`src/rtl/bcdld_pkg.sv`:
```
// shared constants and control types for the bcd latched display driver
package bcdld_pkg;

    localparam int VALUE_W            = 32;
    localparam int DIGIT_W            = 4;
    localparam int SEL_W              = 3;
    localparam int CNT_W              = 4;
    localparam int BITCNT_W           = $clog2(VALUE_W);
    localparam int DEFAULT_MAX_DIGITS = 8;

    localparam logic [CNT_W-1:0]   DIGIT_COUNT_RESET = 4'd4;
    localparam logic [DIGIT_W-1:0] DABBLE_LIMIT      = 4'd5;
    localparam logic [DIGIT_W-1:0] DABBLE_ADD        = 4'd3;

    typedef struct packed {
        logic load;
        logic shift;
        logic emit;
    } cmd_t;

    typedef struct packed {
        logic last;
    } sts_t;

endpackage

```
`src/rtl/bcd_latched_display_driver.sv`:
```
// top level of the bcd latched display driver
// Takes a 32-bit unsigned value, converts it to decimal with a shift-add-3
// (double dabble) converter that handles one input bit per clock, keeps the
// lowest digit_count digits (zero counts as one, anything above MAX_DIGITS
// counts as MAX_DIGITS) and sends one output beat per digit, most significant
// first. Each beat carries the bcd code for the decoder data bus, the latch
// select (0 for the most significant digit, counted modulo 8) and last_digit
// on the final beat of the run. One value takes a capture step, 32 conversion
// steps in the one-bit-per-clock converter, and then one beat per digit as
// the output stall allows; the digit count resets to 4. The next value is
// accepted as soon as the last digit is in the output register, while that
// beat may still be waiting. digit_count is written through its own
// valid/ready port, always ready, and should only be changed while no value
// is in flight.
module bcd_latched_display_driver
    import bcdld_pkg::*;
#(
    parameter int MAX_DIGITS = DEFAULT_MAX_DIGITS
)
(
    input  logic               clk,
    input  logic               rst_n,
    // value input channel
    input  logic               in_valid,
    output logic               in_stall,
    input  logic [VALUE_W-1:0] value,
    // digit output channel
    output logic               out_valid,
    input  logic               out_stall,
    output logic [DIGIT_W-1:0] bcd_digit,
    output logic [SEL_W-1:0]   digit_select,
    output logic               last_digit,
    // digit count register write
    input  logic               cfg_valid,
    output logic               cfg_ready,
    input  logic [CNT_W-1:0]   digit_count
);

    cmd_t cmd;
    sts_t sts;

    // register writes never wait
    assign cfg_ready = 1'b1;

    // state machine: capture, 32 conversion steps, then one beat per digit
    bcdld_ctrl u_ctrl (
        .clk       (clk),
        .rst_n     (rst_n),
        .in_valid  (in_valid),
        .in_stall  (in_stall),
        .out_valid (out_valid),
        .out_stall (out_stall),
        .sts       (sts),
        .cmd       (cmd)
    );

    // converter lanes, digit pointer and output payload register
    bcdld_dpath #(
        .MAX_DIGITS (MAX_DIGITS)
    ) u_dpath (
        .clk          (clk),
        .rst_n        (rst_n),
        .cfg_we       (cfg_valid && cfg_ready),
        .cfg_data     (digit_count),
        .value        (value),
        .cmd          (cmd),
        .sts          (sts),
        .bcd_digit    (bcd_digit),
        .digit_select (digit_select),
        .last_digit   (last_digit)
    );

endmodule

```
`src/rtl/bcdld_dpath.sv`:
```
// datapath: shift-add-3 converter, digit lanes, digit pointer and output payload
module bcdld_dpath
    import bcdld_pkg::*;
#(
    parameter int MAX_DIGITS = DEFAULT_MAX_DIGITS
)
(
    input  logic                 clk,
    input  logic                 rst_n,
    input  logic                 cfg_we,
    input  logic [CNT_W-1:0]     cfg_data,
    input  logic [VALUE_W-1:0]   value,
    input  cmd_t                 cmd,
    output sts_t                 sts,
    output logic [DIGIT_W-1:0]   bcd_digit,
    output logic [SEL_W-1:0]     digit_select,
    output logic                 last_digit
);

    localparam int BCD_W = DIGIT_W * MAX_DIGITS;
    localparam int IDX_W = (MAX_DIGITS > 1) ? $clog2(MAX_DIGITS) : 1;

    logic [CNT_W-1:0]   digit_count_reg;
    logic [VALUE_W-1:0] bin_reg;
    logic [BCD_W-1:0]   bcd_reg;
    logic [IDX_W-1:0]   pos_reg;
    logic [SEL_W-1:0]   sel_reg;
    logic [DIGIT_W-1:0] bcd_digit_reg;
    logic [SEL_W-1:0]   digit_select_reg;
    logic               last_digit_reg;

    logic [BCD_W-1:0]   bcd_adj;
    logic [CNT_W-1:0]   eff_digits;
    logic [IDX_W-1:0]   pos_init;
    logic [DIGIT_W-1:0] cur_digit;

    // add 3 to every lane that is 5 or more before the shift
    always_comb
    begin
        for (int k = 0; k < MAX_DIGITS; k++)
        begin
            if (bcd_reg[k*DIGIT_W +: DIGIT_W] >= DABBLE_LIMIT)
                bcd_adj[k*DIGIT_W +: DIGIT_W] = bcd_reg[k*DIGIT_W +: DIGIT_W] + DABBLE_ADD;
            else
                bcd_adj[k*DIGIT_W +: DIGIT_W] = bcd_reg[k*DIGIT_W +: DIGIT_W];
        end
    end

    // zero means one digit, more than the lanes saturates
    always_comb
    begin
        if (digit_count_reg == '0)
            eff_digits = CNT_W'(1);
        else if (digit_count_reg > CNT_W'(MAX_DIGITS))
            eff_digits = CNT_W'(MAX_DIGITS);
        else
            eff_digits = digit_count_reg;
    end

    assign pos_init  = IDX_W'(eff_digits - CNT_W'(1));
    assign cur_digit = bcd_reg[pos_reg*DIGIT_W +: DIGIT_W];
    assign sts.last  = (pos_reg == '0);

    always_ff @(posedge clk or negedge rst_n)
    begin
        if (!rst_n)
            digit_count_reg <= DIGIT_COUNT_RESET;
        else if (cfg_we)
            digit_count_reg <= cfg_data;
    end

    always_ff @(posedge clk)
    begin
        if (cmd.load)
        begin
            bin_reg <= value;
            bcd_reg <= '0;
            pos_reg <= pos_init;
            sel_reg <= '0;
        end
        else if (cmd.shift)
        begin
            bin_reg <= {bin_reg[VALUE_W-2:0], 1'b0};
            bcd_reg <= {bcd_adj[BCD_W-2:0], bin_reg[VALUE_W-1]};
        end
        else if (cmd.emit)
        begin
            bcd_digit_reg    <= cur_digit;
            digit_select_reg <= sel_reg;
            last_digit_reg   <= sts.last;
            pos_reg          <= pos_reg - IDX_W'(1);
            sel_reg          <= sel_reg + SEL_W'(1);
        end
    end

    assign bcd_digit    = bcd_digit_reg;
    assign digit_select = digit_select_reg;
    assign last_digit   = last_digit_reg;

endmodule

```
`src/rtl/bcdld_ctrl.sv`:
```
// controller: sequences capture, conversion steps and digit beats
module bcdld_ctrl
    import bcdld_pkg::*;
(
    input  logic clk,
    input  logic rst_n,
    input  logic in_valid,
    output logic in_stall,
    output logic out_valid,
    input  logic out_stall,
    input  sts_t sts,
    output cmd_t cmd
);

    typedef enum logic [1:0] {
        S_IDLE,
        S_CONV,
        S_EMIT
    } state_t;

    state_t              state_reg;
    logic [BITCNT_W-1:0] bit_cnt_reg;
    logic                out_valid_reg;
    logic                out_free;

    assign in_stall  = (state_reg != S_IDLE);
    assign out_valid = out_valid_reg;
    assign out_free  = !out_valid_reg || !out_stall;

    always_comb
    begin
        cmd = '0;
        case (state_reg)
            S_IDLE:  cmd.load  = in_valid;
            S_CONV:  cmd.shift = 1'b1;
            S_EMIT:  cmd.emit  = out_free;
            default: cmd = '0;
        endcase
    end

    always_ff @(posedge clk or negedge rst_n)
    begin
        if (!rst_n)
        begin
            state_reg     <= S_IDLE;
            bit_cnt_reg   <= '0;
            out_valid_reg <= 1'b0;
        end
        else
        begin
            if (cmd.emit)
                out_valid_reg <= 1'b1;
            else if (!out_stall)
                out_valid_reg <= 1'b0;

            case (state_reg)
                S_IDLE:
                begin
                    bit_cnt_reg <= '0;
                    if (in_valid)
                        state_reg <= S_CONV;
                end
                S_CONV:
                begin
                    bit_cnt_reg <= bit_cnt_reg + BITCNT_W'(1);
                    if (bit_cnt_reg == BITCNT_W'(VALUE_W - 1))
                        state_reg <= S_EMIT;
                end
                S_EMIT:
                begin
                    if (cmd.emit && sts.last)
                        state_reg <= S_IDLE;
                end
                default:
                    state_reg <= S_IDLE;
            endcase
        end
    end

endmodule
```
`config.mk`:
```
export PLATFORM = sky130hd
export DESIGN_NAME = bcd_latched_display_driver
export DESIGN_NICKNAME = d
export VERILOG_FILES = /design/src/rtl/bcdld_pkg.sv /design/src/rtl/bcd_latched_display_driver.sv /design/src/rtl/bcdld_dpath.sv /design/src/rtl/bcdld_ctrl.sv
export SDC_FILE = /design/constraint.sdc
export NUM_CORES = 1
export LEC_CHECK = 0
export ABC_AREA = 1
export CORE_MARGIN = 2
export CORE_UTILIZATION = 35
export DETAILED_ROUTE_END_ITERATION = 16
export DONT_BUFFER_PORTS = 1
export GPL_ROUTABILITY_DRIVEN = 0
export MAX_ROUTING_LAYER = met4
export PLACE_DENSITY = 0.55
export SYNTH_ARGS = -nofsm -noshare
export SYNTH_HDL_FRONTEND = slang
export SYNTH_HIERARCHICAL = 1
export SYNTH_SLANG_ARGS = --single-unit
```
`constraint.sdc`:
```
create_clock -name clk -period 3.95 [get_ports clk]
set_clock_uncertainty 0.05 [all_clocks]
set_input_delay 0 -clock clk [delete_from_list [all_inputs] [get_ports clk]]
set_output_delay 0 -clock clk [all_outputs]
set_load 0.005 [all_outputs]
```
==> metrics.log, run 1 <==
INFO  metric run_status = finished, final reports clean
INFO  metric post-synth-top-count-cell = nand2_1
INFO  metric ys_top_cells_by_area = edfxtp_1, nand2_1, dfxtp_1, dfrtp_1, nand3_1
INFO  metric worst_ep_required_time = between 4000 and 5000 ps
INFO  metric floorplan.initialDensity = 0.359
INFO  metric ant_nets = 0
INFO  metric cp-end-kind = flop
INFO  metric vias_per_cell = ~4.7
INFO  metric timing_worst_setup_path_type = flop to flop
INFO  metric ys.warnings.count = 6
INFO  metric drt-pass1-iter-count = 5
INFO  metric min_period = 2610 ps
INFO  metric synth_area = 4550 um2
INFO  metric yosys.cell_types.count = 32
INFO  metric core_rows = 41
INFO  metric drcViolationCount = 0
INFO  metric antenna_cells = 0
INFO  metric final_wirelength = 9540 um
INFO  metric rsz_0062_raised_after_global_routing = no
INFO  metric ctsRootBufferMaster = clkbuf_16
INFO  metric worst-slew-pin-transition = roughly 890 ps
INFO  metric synth.avg_cell_area = around 7.9 um2
INFO  metric post-dp-hpwl = approximately 6200 um
INFO  metric ys_seq_area_frac = 0.504
INFO  metric cts_inserted_buffers = 9
INFO  metric critPathMaxFanout = 44
INFO  metric die_w = 118 um
INFO  metric yosysTopAreaCellShare = 0.284
INFO  metric syn-instance-count = 573
INFO  metric maxCapViolations = 0
INFO  metric design_area = 5380 um2
INFO  metric finalHoldViolCount = 0
INFO  metric core = 12700 um2
INFO  metric grt_util_all_layers = 0.150
INFO  metric vias = ~3700
INFO  metric drt_iter0_drc = 190
INFO  metric grt_max_degree = 45
INFO  metric power_leakage = around 2.6 nW
INFO  metric final_setup_violation_count = 0
INFO  metric cts_clock_pin_slew_for_the_worst_setup_and_hold_paths = approximately 70 ps
INFO  metric layout-drive-gt1-share = 0.0525
INFO  metric finalCritPeriodShare = 0.661
INFO  metric timing.final.max_slew_violations = 0
INFO  metric hp-class = primary input to async pin
INFO  metric vdd.ir_drop.worst = between 0.4 and 0.5 mV
INFO  metric cell_taking_the_most_area_after_synthesis = edfxtp_1
INFO  metric ys_dominant_reg_cell = edfxtp_1
INFO  metric clock_path_buffers = 2
INFO  metric design.final.nets = 666
INFO  metric place_area = roughly 4700 um2
INFO  metric power_per_cell_area = 746 nW/um2
INFO  metric area.growth.synth_to_final = 18.2%
INFO  metric maximum_level_of_the_cts_h_tree = 3
INFO  metric chipHeight = 118 um
INFO  metric floorplan.die_area = 13900 um2
INFO  metric most_used_standard_cells_in_the_synthesized_netlist = nand2_1, inv_1, nand3_1
INFO  metric timing.slew.headroom = 0.405
INFO  metric clock.fmax = 383 MHz
INFO  metric worst-endpoint-arrival = roughly 2800 ps
INFO  metric port_buffers = 0
INFO  metric fin_setup_tns = 0 ps
INFO  metric grt_pass1_vias = 3568
INFO  metric hold_ws = 17.8 ps
INFO  metric asyncSetResetFlopFracSynth = 0.133
INFO  metric first_pass_grt_wire_length = 16500 um
INFO  metric grt.overflow.total = 0
INFO  metric ys_ff_latch = 90
INFO  metric cts_num_sinks = 90
INFO  metric cts_tree = built
INFO  metric cp-start-kind = flop
INFO  metric edff_count_synth = 43
INFO  metric floorplan.io_pins = 52
INFO  metric average_routed_wire_per_standard_cell = 12.2 um
INFO  metric cts.repair.resized = 0
INFO  metric worstSkewPairLatency = 350 ps
INFO  metric antenna_found_initial = 0
INFO  metric synth.net_count = 634
[metrics by stage]
stage / util / total power, mW / worst slack, ps / std cells
after global routing: 0.424 / 4.38 / 993 / 782
after floorplan: - / 2.79 / 1800 / 573
final: 0.424 / 4.01 / 1340 / 782
after global placement: 0.368 / 3.03 / 1400 / 726
after CTS: 0.424 / 4.04 / 1320 / 782
after detailed placement: 0.368 / 3.09 / 1320 / 726
[logic make-up after synthesis]
kind of cell,synth area share
multiplexers,0.00247
flip-flops,0.504
adder cells (fa/ha/maj),0.0550
buffers and inverters,0.0734
other,0.000824
AND/OR/NAND/NOR,0.279
AO/OA/AOI/OAI,0.0817
XOR/XNOR,0.00385
[path summary, 6_finish.rpt]
kind	startpoint	endpoint	slack, ps	cells after the start
setup / recovery	u_ctrl/state_reg[1]	u_dpath/bcd_reg[20]	1340	8
hold / removal	rst_n	u_ctrl/bit_cnt_reg[1]	20	1
setup reg to reg	u_ctrl/state_reg[1]	u_dpath/bcd_reg[20]	1340	8
hold reg to reg	u_dpath/bin_reg[31]	u_dpath/bcd_reg[0]	400	2
max in group asynchronous	rst_n	u_dpath/digit_count_reg[2]	3470	1
min in group clk	digit_count[1]	u_dpath/digit_count_reg[1]	270	3
[area by class of cell]
cell class | count | area [um2]
tap | 172 | 215
sequential | 90 | 2290
timing repair buffer | 42 | 415
clock inverter | 7 | 83.8
multi-input combinational | 403 | 1920
clock buffer | 9 | 225
inverter | 59 | 221
fill | 1295 | 7290
[cell usage in the layout, fill, tap and decap left out, types with 3 or more instances in the layout]
master           n
o21ai_1         16
nand2_1        237
a21oi_1         13
nor2_1          12
inv_2            5
edfxtp_1        43
dfxtp_1         35
inv_1           53
ha_1            20
inv_6            3
dlygate4sd3_1   40
nand3_1         51
o21ai_0         25
o211ai_1         9
nand4_1          3
dfrtp_1         11
clkbuf_16        9
[power by group]
group | total (mW) | switching (mW) | internal, mW
Sequential | 1.69 | 0.248 | 1.44
Clock | 0.903 | 0.398 | 0.505
Combinational | 1.42 | 0.893 | 0.529
Total | 4.01 | 1.54 | 2.48
[worst max-delay path, stage by stage (launching register included)]
cell	delay, ps
dfrtp_1	430
or2_1	280
nor2_2	50
buf_4	260
inv_2	580
nand2_1	130
inv_2	450
o21ai_1	140
o21ai_1	140
[per-layer routing]
metal  track usage  vias up  wire [um]
li1              -     1912          -
met1         0.187     1679       4640
met2         0.237       68       4390
met3        0.0402       12        372
met4        0.0474        0        134
met5             -        -          0
[repair_timing]
item,in CTS,in global routing
hold buffers,40,0
hold endpoints to repair,53,0
setup buffers,0,0
No activity file was read; power rests on OpenSTA's default activity.
==> inputs of run 2 (changes only) <==
--- a/config.mk
+++ b/config.mk
@@ -5,7 +5,7 @@
 export SDC_FILE = /design/constraint.sdc
 export NUM_CORES = 1
 export LEC_CHECK = 0
-export ABC_AREA = 1
+export ABC_AREA = 0
 export CORE_MARGIN = 2
 export CORE_UTILIZATION = 35
 export DETAILED_ROUTE_END_ITERATION = 16
==> constraint.sdc (replaced) <==
create_clock -name clk -period 2.6 [get_ports clk]
set_clock_uncertainty 0.05 [all_clocks]
set_input_delay 0 -clock clk [delete_from_list [all_inputs] [get_ports clk]]
set_output_delay 0 -clock clk [all_outputs]
set_load 0.005 [all_outputs]
==> run 2 against run 1 <==
Net effect: synthesized cell count is 27% lower; hold slack better by 8.5 ps; clock-buffer cell count stayed put; first-iteration DRC count is 8.9% higher; cell count is 17% lower; non-clock buffer count is 13 higher; critical path depth is 1 lower; sequential power is 54% higher; via count is 11% lower; core utilization is 0.27 points higher.
==> metrics.log, run 2 <==
INFO  metric design_area = 5590 um2 (was 5380 um2)
INFO  metric fin_setup_tns = 0 ps (unchanged)
INFO  metric first_pass_grt_wire_length = 15900 um (was 16500 um)
INFO  metric timing.final.max_slew_violations = 0 (unchanged)
INFO  metric place_area = 4870 um2 (was 4670 um2)
INFO  metric finalCritPeriodShare = 0.824 (was 0.661)
INFO  metric cts_inserted_buffers = 9 (unchanged)
INFO  metric worstSkewPairLatency = 340 ps (was 350 ps)
INFO  metric floorplan.die_area = 14200 um2 (was 13900 um2)
INFO  metric worst-endpoint-arrival = 2180 ps (was 2840 ps)
INFO  metric hold_ws = 26.4 ps (was 17.8 ps)
INFO  metric power_leakage = 2.22 nW (was 2.57 nW)
INFO  metric average_routed_wire_per_standard_cell = 14.8 um (was 12.2 um)
INFO  metric cts_num_sinks = 90 (unchanged)
INFO  metric cp-start-kind = flop (unchanged)
INFO  metric core = 13100 um2 (was 12700 um2)
INFO  metric maximum_level_of_the_cts_h_tree = 3 (unchanged)
INFO  metric finalHoldViolCount = 0 (unchanged)
INFO  metric vias = 3264 (was 3671)
INFO  metric seqPwrFrac = 0.410 (was 0.421)
INFO  metric synth_area = 4650 um2 (was 4550 um2)
INFO  metric power_per_cell_area = 1140 nW/um2 (was 746 nW/um2)
INFO  metric final_wirelength = 9600 um (was 9540 um)
INFO  metric ant_nets = 0 (unchanged)
INFO  metric design.final.nets = 527 (was 666)
INFO  metric core_rows = 42 (was 41)
INFO  metric cts_clock_pin_slew_for_the_worst_setup_and_hold_paths = 70 ps (about the same)
INFO  metric clock.fmax = 467 MHz (was 383 MHz)
INFO  metric internal_dissipation = 4.14 mW (was 2.48 mW)
INFO  metric commonest_non_fill_non_tap_cells_in_the_layout = dlygate4sd3_1, edfxtp_1, mux2_2 (was nand2_1, inv_1, nand3_1)
INFO  metric die_w = 119 um (was 118 um)
INFO  metric asyncSetResetFlopFracSynth = 0.133 (unchanged)
INFO  metric synth.net_count = 480 (was 634)
INFO  metric ctsRootBufferMaster = clkbuf_16 (unchanged)
INFO  metric numPlacedInstances = 588 (was 726)
INFO  metric grt_max_degree = 42 (was 45)
INFO  metric final_setup_violation_count = 0 (unchanged)
INFO  metric antenna_found_initial = 0 (unchanged)
INFO  metric critPathMaxFanout = 8 (was 44)
INFO  metric post_layout_nonfiller_instances = 647 (was 782)
INFO  metric layout-drive-gt1-share = 0.206 (was 0.0525)
INFO  metric clock_path_buffers = 2 (unchanged)
INFO  metric yosys.cell_types.count = 46 (was 32)
INFO  metric maxCapViolations = 0 (unchanged)
INFO  metric crit_slowest_cell = dfrtp_1 (was inv_2)
INFO  metric ys_top_cells_by_area = edfxtp_1, dfxtp_1, mux2_2, dfrtp_1, ha_1 (was edfxtp_1, nand2_1, dfxtp_1, dfrtp_1, nand3_1)
INFO  metric final_core_utilization = 0.427 (was 0.424)
INFO  metric vdd.ir_drop.worst = 0.463 mV (was 0.475 mV)
INFO  metric cts_tree = built (unchanged)
INFO  metric dp_worst_setup_slack = 494 ps (was 1320 ps)
INFO  metric min_period = 2140 ps (was 2610 ps)
INFO  metric ys_ff_latch = 90 (unchanged)
INFO  metric worst_setup_path_startpoint = u_ctrl/state_reg[0] (was u_ctrl/state_reg[1])
INFO  metric switchingPower = 2.23 mW (was 1.54 mW)
INFO  metric setup_ws = 457 ps (was 1340 ps)
INFO  metric hp-class = primary input to async pin (unchanged)
INFO  metric worstPathCellList = or2_2, nor2_4, inv_1, nor3_1, a21oi_1, ha_1, xor2_1 (was or2_1, nor2_2, buf_4, inv_2, nand2_1, inv_2, o21ai_1, o21ai_1)
INFO  metric drt-pass1-iter-count = 4 (was 5)
INFO  metric run_status = finished, final reports clean (unchanged)
INFO  metric synth.avg_cell_area = 11.1 um2 (was 7.94 um2)
INFO  metric grt.overflow.total = 0 (unchanged)
INFO  metric power.share.combinational = 0.391 (was 0.354)
INFO  metric vias_per_cell = 5.04 (was 4.69)
INFO  metric post-dp-hpwl = 6640 um (was 6190 um)
INFO  metric r2r_path_start = u_ctrl/state_reg[0] (was u_ctrl/state_reg[1])
INFO  metric most_used_standard_cells_in_the_synthesized_netlist = edfxtp_1, mux2_2, dfxtp_1, inv_1, nand2_1 (was nand2_1, inv_1, nand3_1)
INFO  metric yosysTopAreaCellShare = 0.278 (was 0.284)
INFO  metric sw_frac_of_total = 0.351 (was 0.383)
INFO  metric slowest_delay = 430 ps (was 580 ps)
INFO  metric worst_ep_required_time = 2640 ps (was 4180 ps)
INFO  metric antenna_cells = 0 (unchanged)
INFO  metric ys_seq_area_frac = 0.494 (was 0.504)
INFO  metric cell_taking_the_most_area_after_synthesis = edfxtp_1 (unchanged)
INFO  metric grt_util_all_layers = 0.143 (was 0.150)
INFO  metric cp-end-kind = flop (unchanged)
INFO  metric ys.warnings.count = 6 (unchanged)
INFO  metric drt_iter0_drc = 207 (was 190)
INFO  metric floorplan.io_pins = 52 (unchanged)
INFO  metric area.growth.synth_to_final = 20.3% (was 18.2%)
INFO  metric drcViolationCount = 0 (unchanged)
INFO  metric grt_pass1_vias = 3229 (was 3568)
INFO  metric post-synth-top-count-cell = edfxtp_1 (was nand2_1)
INFO  metric timing.slew.headroom = 0.626 (was 0.405)
INFO  metric port_buffers = 0 (unchanged)
INFO  metric cts.repair.resized = 0 (unchanged)
INFO  metric clkPwrFrac = 0.200 (was 0.225)
INFO  metric timing_worst_setup_path_type = flop to flop (unchanged)
INFO  metric p_total = 6.37 mW (was 4.01 mW)
INFO  metric worst-slew-pin-transition = 561 ps (was 892 ps)
INFO  metric floorplan.initialDensity = 0.355 (was 0.359)
INFO  metric rsz_0062_raised_after_global_routing = no (unchanged)
INFO  metric ys_dominant_reg_cell = edfxtp_1 (unchanged)
INFO  metric edff_count_synth = 43 (unchanged)
INFO  metric chipHeight = 119 um (was 118 um)
INFO  metric syn-instance-count = 419 (was 573)
-- run 2: per-layer routing --
layer  global-route usage  part of all wire  vias up
met1                0.179              0.46     1542
met2                0.231              0.49       75
met4               0.0439             0.014        0
li1                     -                 -     1638
met5                    -                 0        -
met3               0.0340             0.043        9
-- run 2: cell families after synthesis --
logic type                 after synthesis  share of synthesized area
and+or+nand+nor                        102                      0.108
muxes                                   47                      0.134
buffers and inverters                   54                     0.0528
xor gates and xnor gates                 4                    0.00754
other                                    1                   0.000807
AOI/OAI and AO/OA                      101                      0.149
DFF                                     90                      0.494
adders and majority gates               20                     0.0539
-- run 2: final timing paths --
kind,end,slack [ps],cells after the start
worst max register to register,u_dpath/pos_reg[2],460,7
worst max-delay path,u_dpath/pos_reg[2],460,7
min in group clk,u_dpath/sel_reg[0],170,5
max in group asynchronous,u_dpath/digit_count_reg[2],2110,1
worst min-delay path,u_ctrl/bit_cnt_reg[4],30,1
worst min register to register,u_dpath/digit_select[2],400,0
-- run 2: timing repair --
| item | CTS | global route |
|---|---|---|
| endpoints found under the hold margin | 51 | 0 |
| hold buffers | 43 | 0 |
| setup buffers | 0 | 0 |
-- run 2: critical path, delay by kind of cell, from the launching register on --
family | cells | cell delay [ps]
and+or+nand+nor | 3 | 760
DFF | 1 | 430
adders and majority gates | 1 | 260
xor gates and xnor gates | 1 | 170
buffers and inverters | 1 | 140
AOI/OAI and AO/OA | 1 | 90
-- run 2: layout make-up --
class                      count  area (um2)
fill                        1214        7500
multi-input combinational    275        2120
timing repair buffer          55         533
clock buffer                   9         225
sequential                    90        2290
inverter                      35         131
tap                          176         220
clock inverter                 7        66.3
-- run 2: power by group through the flow --
stage | combinational, mW | clock [mW] | sequential, mW
5_1_grt | 2.84 | 1.37 | 2.68
4_1_cts | 2.50 | 1.30 | 2.61
2_1_floorplan | 2.03 | 0 | 2.48
3_3_place_gp | 2.34 | 0 | 2.62
3_5_place_dp | 2.43 | 0 | 2.64
6_report | 2.49 | 1.27 | 2.61
==> inputs of run 3 (changes only) <==
==> constraint.sdc (replaced) <==
create_clock -name clk -period 2.2 [get_ports clk]
set_clock_uncertainty 0.05 [all_clocks]
set_input_delay 0 -clock clk [delete_from_list [all_inputs] [get_ports clk]]
set_output_delay 0 -clock clk [all_outputs]
set_load 0.005 [all_outputs]
==> run 3 against run 2 <==
Net effect: clock-buffer cell count is 1 higher; die area is the same; core utilization increased by 0.29 points; highest routed layer unchanged; final area is 0.67% higher; critical endpoint unchanged; via count up 2.8%; sequential power is 18% higher; total power is 18% higher; clock power up 14%.
==> metrics.log, run 3 (synthesis gave the netlist of run 2 again) <==
INFO  metric floorplan.initialDensity = 0.355 (unchanged)
INFO  metric ant_nets = 0 (unchanged)
INFO  metric ff2ff_path_depth = 7 (unchanged)
INFO  metric first_pass_grt_wire_length = 15900 um (about the same)
INFO  metric drt_iter0_drc = 236 (was 207)
INFO  metric critPathMaxFanout = 6 (was 8)
INFO  metric worstPathCellList = or2_2, nor2_4, inv_1, nor3_1, a21oi_1, ha_1, xor2_1 (unchanged)
INFO  metric cts_inserted_buffers = 9 (unchanged)
INFO  metric drcViolationCount = 0 (unchanged)
INFO  metric run_status = finished, final reports clean (unchanged)
INFO  metric power_per_cell_area = 1340 nW/um2 (was 1140 nW/um2)
INFO  metric cts_tree = built (unchanged)
INFO  metric post_layout_nonfiller_instances = 649 (was 647)
INFO  metric post-dp-hpwl = 6710 um (was 6640 um)
INFO  metric slowest_delay = 380 ps (was 430 ps)
INFO  metric floorplan.die_area = 14200 um2 (unchanged)
INFO  metric design.final.nets = 529 (was 527)
INFO  metric final_setup_violation_count = 0 (unchanged)
INFO  metric average_routed_wire_per_standard_cell = 14.8 um (about the same)
INFO  metric final_wirelength = 9590 um (was 9600 um)
INFO  metric worst_ep_required_time = 2230 ps (was 2640 ps)
INFO  metric critical_path_buf_inv_count = 1 (unchanged)
INFO  metric cts_clock_pin_slew_for_the_worst_setup_and_hold_paths = 60 ps (was 70 ps)
INFO  metric worst-endpoint-arrival = 1970 ps (was 2180 ps)
INFO  metric reg2reg_to = u_dpath/pos_reg[2] (unchanged)
INFO  metric rsz_0062_raised_after_global_routing = no (unchanged)
INFO  metric min_period = 1930 ps (was 2140 ps)
INFO  metric vias = 3354 (was 3264)
INFO  metric cp-start-kind = flop (unchanged)
INFO  metric core = 13100 um2 (unchanged)
INFO  metric finalCritPeriodShare = 0.878 (was 0.824)
INFO  metric grt.overflow.total = 0 (unchanged)
INFO  metric maxCapViolations = 0 (unchanged)
INFO  metric hp-class = primary input to async pin (unchanged)
INFO  metric vias_per_cell = 5.17 (was 5.04)
INFO  metric chipHeight = 119 um (unchanged)
INFO  metric cts_num_sinks = 90 (unchanged)
INFO  metric maximum_level_of_the_cts_h_tree = 3 (unchanged)
INFO  metric drt-pass1-iter-count = 4 (unchanged)
INFO  metric timing_worst_setup_path_type = flop to flop (unchanged)
INFO  metric finalHoldViolCount = 0 (unchanged)
INFO  metric floorplan.io_pins = 52 (unchanged)
INFO  metric core_rows = 42 (unchanged)
INFO  metric area.growth.synth_to_final = 21.1% (was 20.3%)
INFO  metric rrSetupSlack = 270 ps (was 460 ps)
INFO  metric grt_max_degree = 34 (was 42)
INFO  metric power_leakage = 2.24 nW (was 2.22 nW)
INFO  metric grt_pass1_vias = 3281 (was 3229)
INFO  metric clock_path_buffers = 2 (unchanged)
INFO  metric die_w = 119 um (unchanged)
INFO  metric port_buffers = 0 (unchanged)
INFO  metric layout-drive-gt1-share = 0.207 (was 0.206)
INFO  metric worstSkewPairLatency = 340 ps (about the same)
INFO  metric grt_util_all_layers = 0.144 (was 0.143)
INFO  metric cp-end-kind = flop (unchanged)
INFO  metric clock.fmax = 517 MHz (was 467 MHz)
INFO  metric antenna_found_initial = 0 (unchanged)
INFO  metric cp_top_family = simple AND/OR/NAND/NOR gates (unchanged)
INFO  metric crit_slowest_cell = dfrtp_1 (unchanged)
INFO  metric vdd.ir_drop.worst = 0.524 mV (was 0.463 mV)
INFO  metric r2r_path_start = u_ctrl/state_reg[0] (unchanged)
INFO  metric timing.slew.headroom = 0.628 (was 0.626)
INFO  metric worst-slew-pin-transition = 558 ps (was 561 ps)
INFO  metric fin_setup_tns = 0 ps (unchanged)
INFO  metric ctsRootBufferMaster = clkbuf_16 (unchanged)
INFO  metric p_total = 7.53 mW (was 6.37 mW)
INFO  metric antenna_cells = 0 (unchanged)
INFO  metric timing.final.max_slew_violations = 0 (unchanged)
INFO  metric commonest_non_fill_non_tap_cells_in_the_layout = dlygate4sd3_1, edfxtp_1, mux2_2 (unchanged)
INFO  metric numPlacedInstances = 590 (was 588)
run 3: changes by cell type in the layout (fill, tap and decap cells not counted), sizes merged:
cell / previous run / this run
clkbuf: 9 / 10
clkinv: 1 / 0
buf: 12 / 14
run 3: cell type report:
cell class / instances / area [um2]
well taps: 176 / 220
clock buffers: 10 / 229
clock inverters: 6 / 47.5
fillers: 1221 / 7460
repair buffers: 57 / 586
flip-flops and latches: 90 / 2290
multi-input cells: 275 / 2120
inverters: 35 / 131
run 3: routing by layer:
| layer | wire length (um) | part of all wire | track usage | vias to the layer above |
|---|---|---|---|---|
| li1 | - | - | - | 1646 |
| met1 | 4500 | 0.47 | 0.179 | 1632 |
| met2 | 4570 | 0.48 | 0.233 | 68 |
| met3 | 387 | 0.040 | 0.0330 | 8 |
| met4 | 124 | 0.013 | 0.0446 | 0 |
| met5 | 0 | 0 | - | - |
run 3: metrics by stage:
step / hold WS, ps / utilization / worst slack, ps / instance area (um2)
6_report: 27.8 / 0.430 / 267 / 5630
5_1_grt: 54.0 / 0.430 / 149 / 5630
4_1_cts: 31.8 / 0.430 / 240 / 5630
3_5_place_dp: -345 / 0.376 / 267 / 4920
3_3_place_gp: -345 / 0.376 / 321 / 4920
2_1_floorplan: -346 / - / 22.3 / 4650
run 3: power breakdown:
part | total (mW) | internal [mW] | switching [mW]
combinational | 3.00 | 1.58 | 1.42
clock | 1.45 | 0.779 | 0.668
sequential | 3.08 | 2.56 | 0.522
run 3: how the worst max path moves through the flow:
stage | startpoint | to | slack, ps | cells past startpoint
global route | u_ctrl/state_reg[0] | u_dpath/last_digit | 150 | 5
finish | u_ctrl/state_reg[0] | u_dpath/pos_reg[2] | 270 | 7
CTS | u_ctrl/state_reg[0] | u_dpath/pos_reg[2] | 240 | 7
detailed placement | u_ctrl/state_reg[0] | u_dpath/pos_reg[2] | 270 | 7
floorplan | u_ctrl/state_reg[1] | u_dpath/bin_reg[0] | 20 | 5
global placement | u_ctrl/state_reg[0] | u_dpath/bin_reg[27] | 320 | 5
run 3: timing repair:
item	CTS	global route
setup buffers	0	0
gates resized for setup	0	0
endpoints found under the hold margin	51	0
hold buffers	43	0
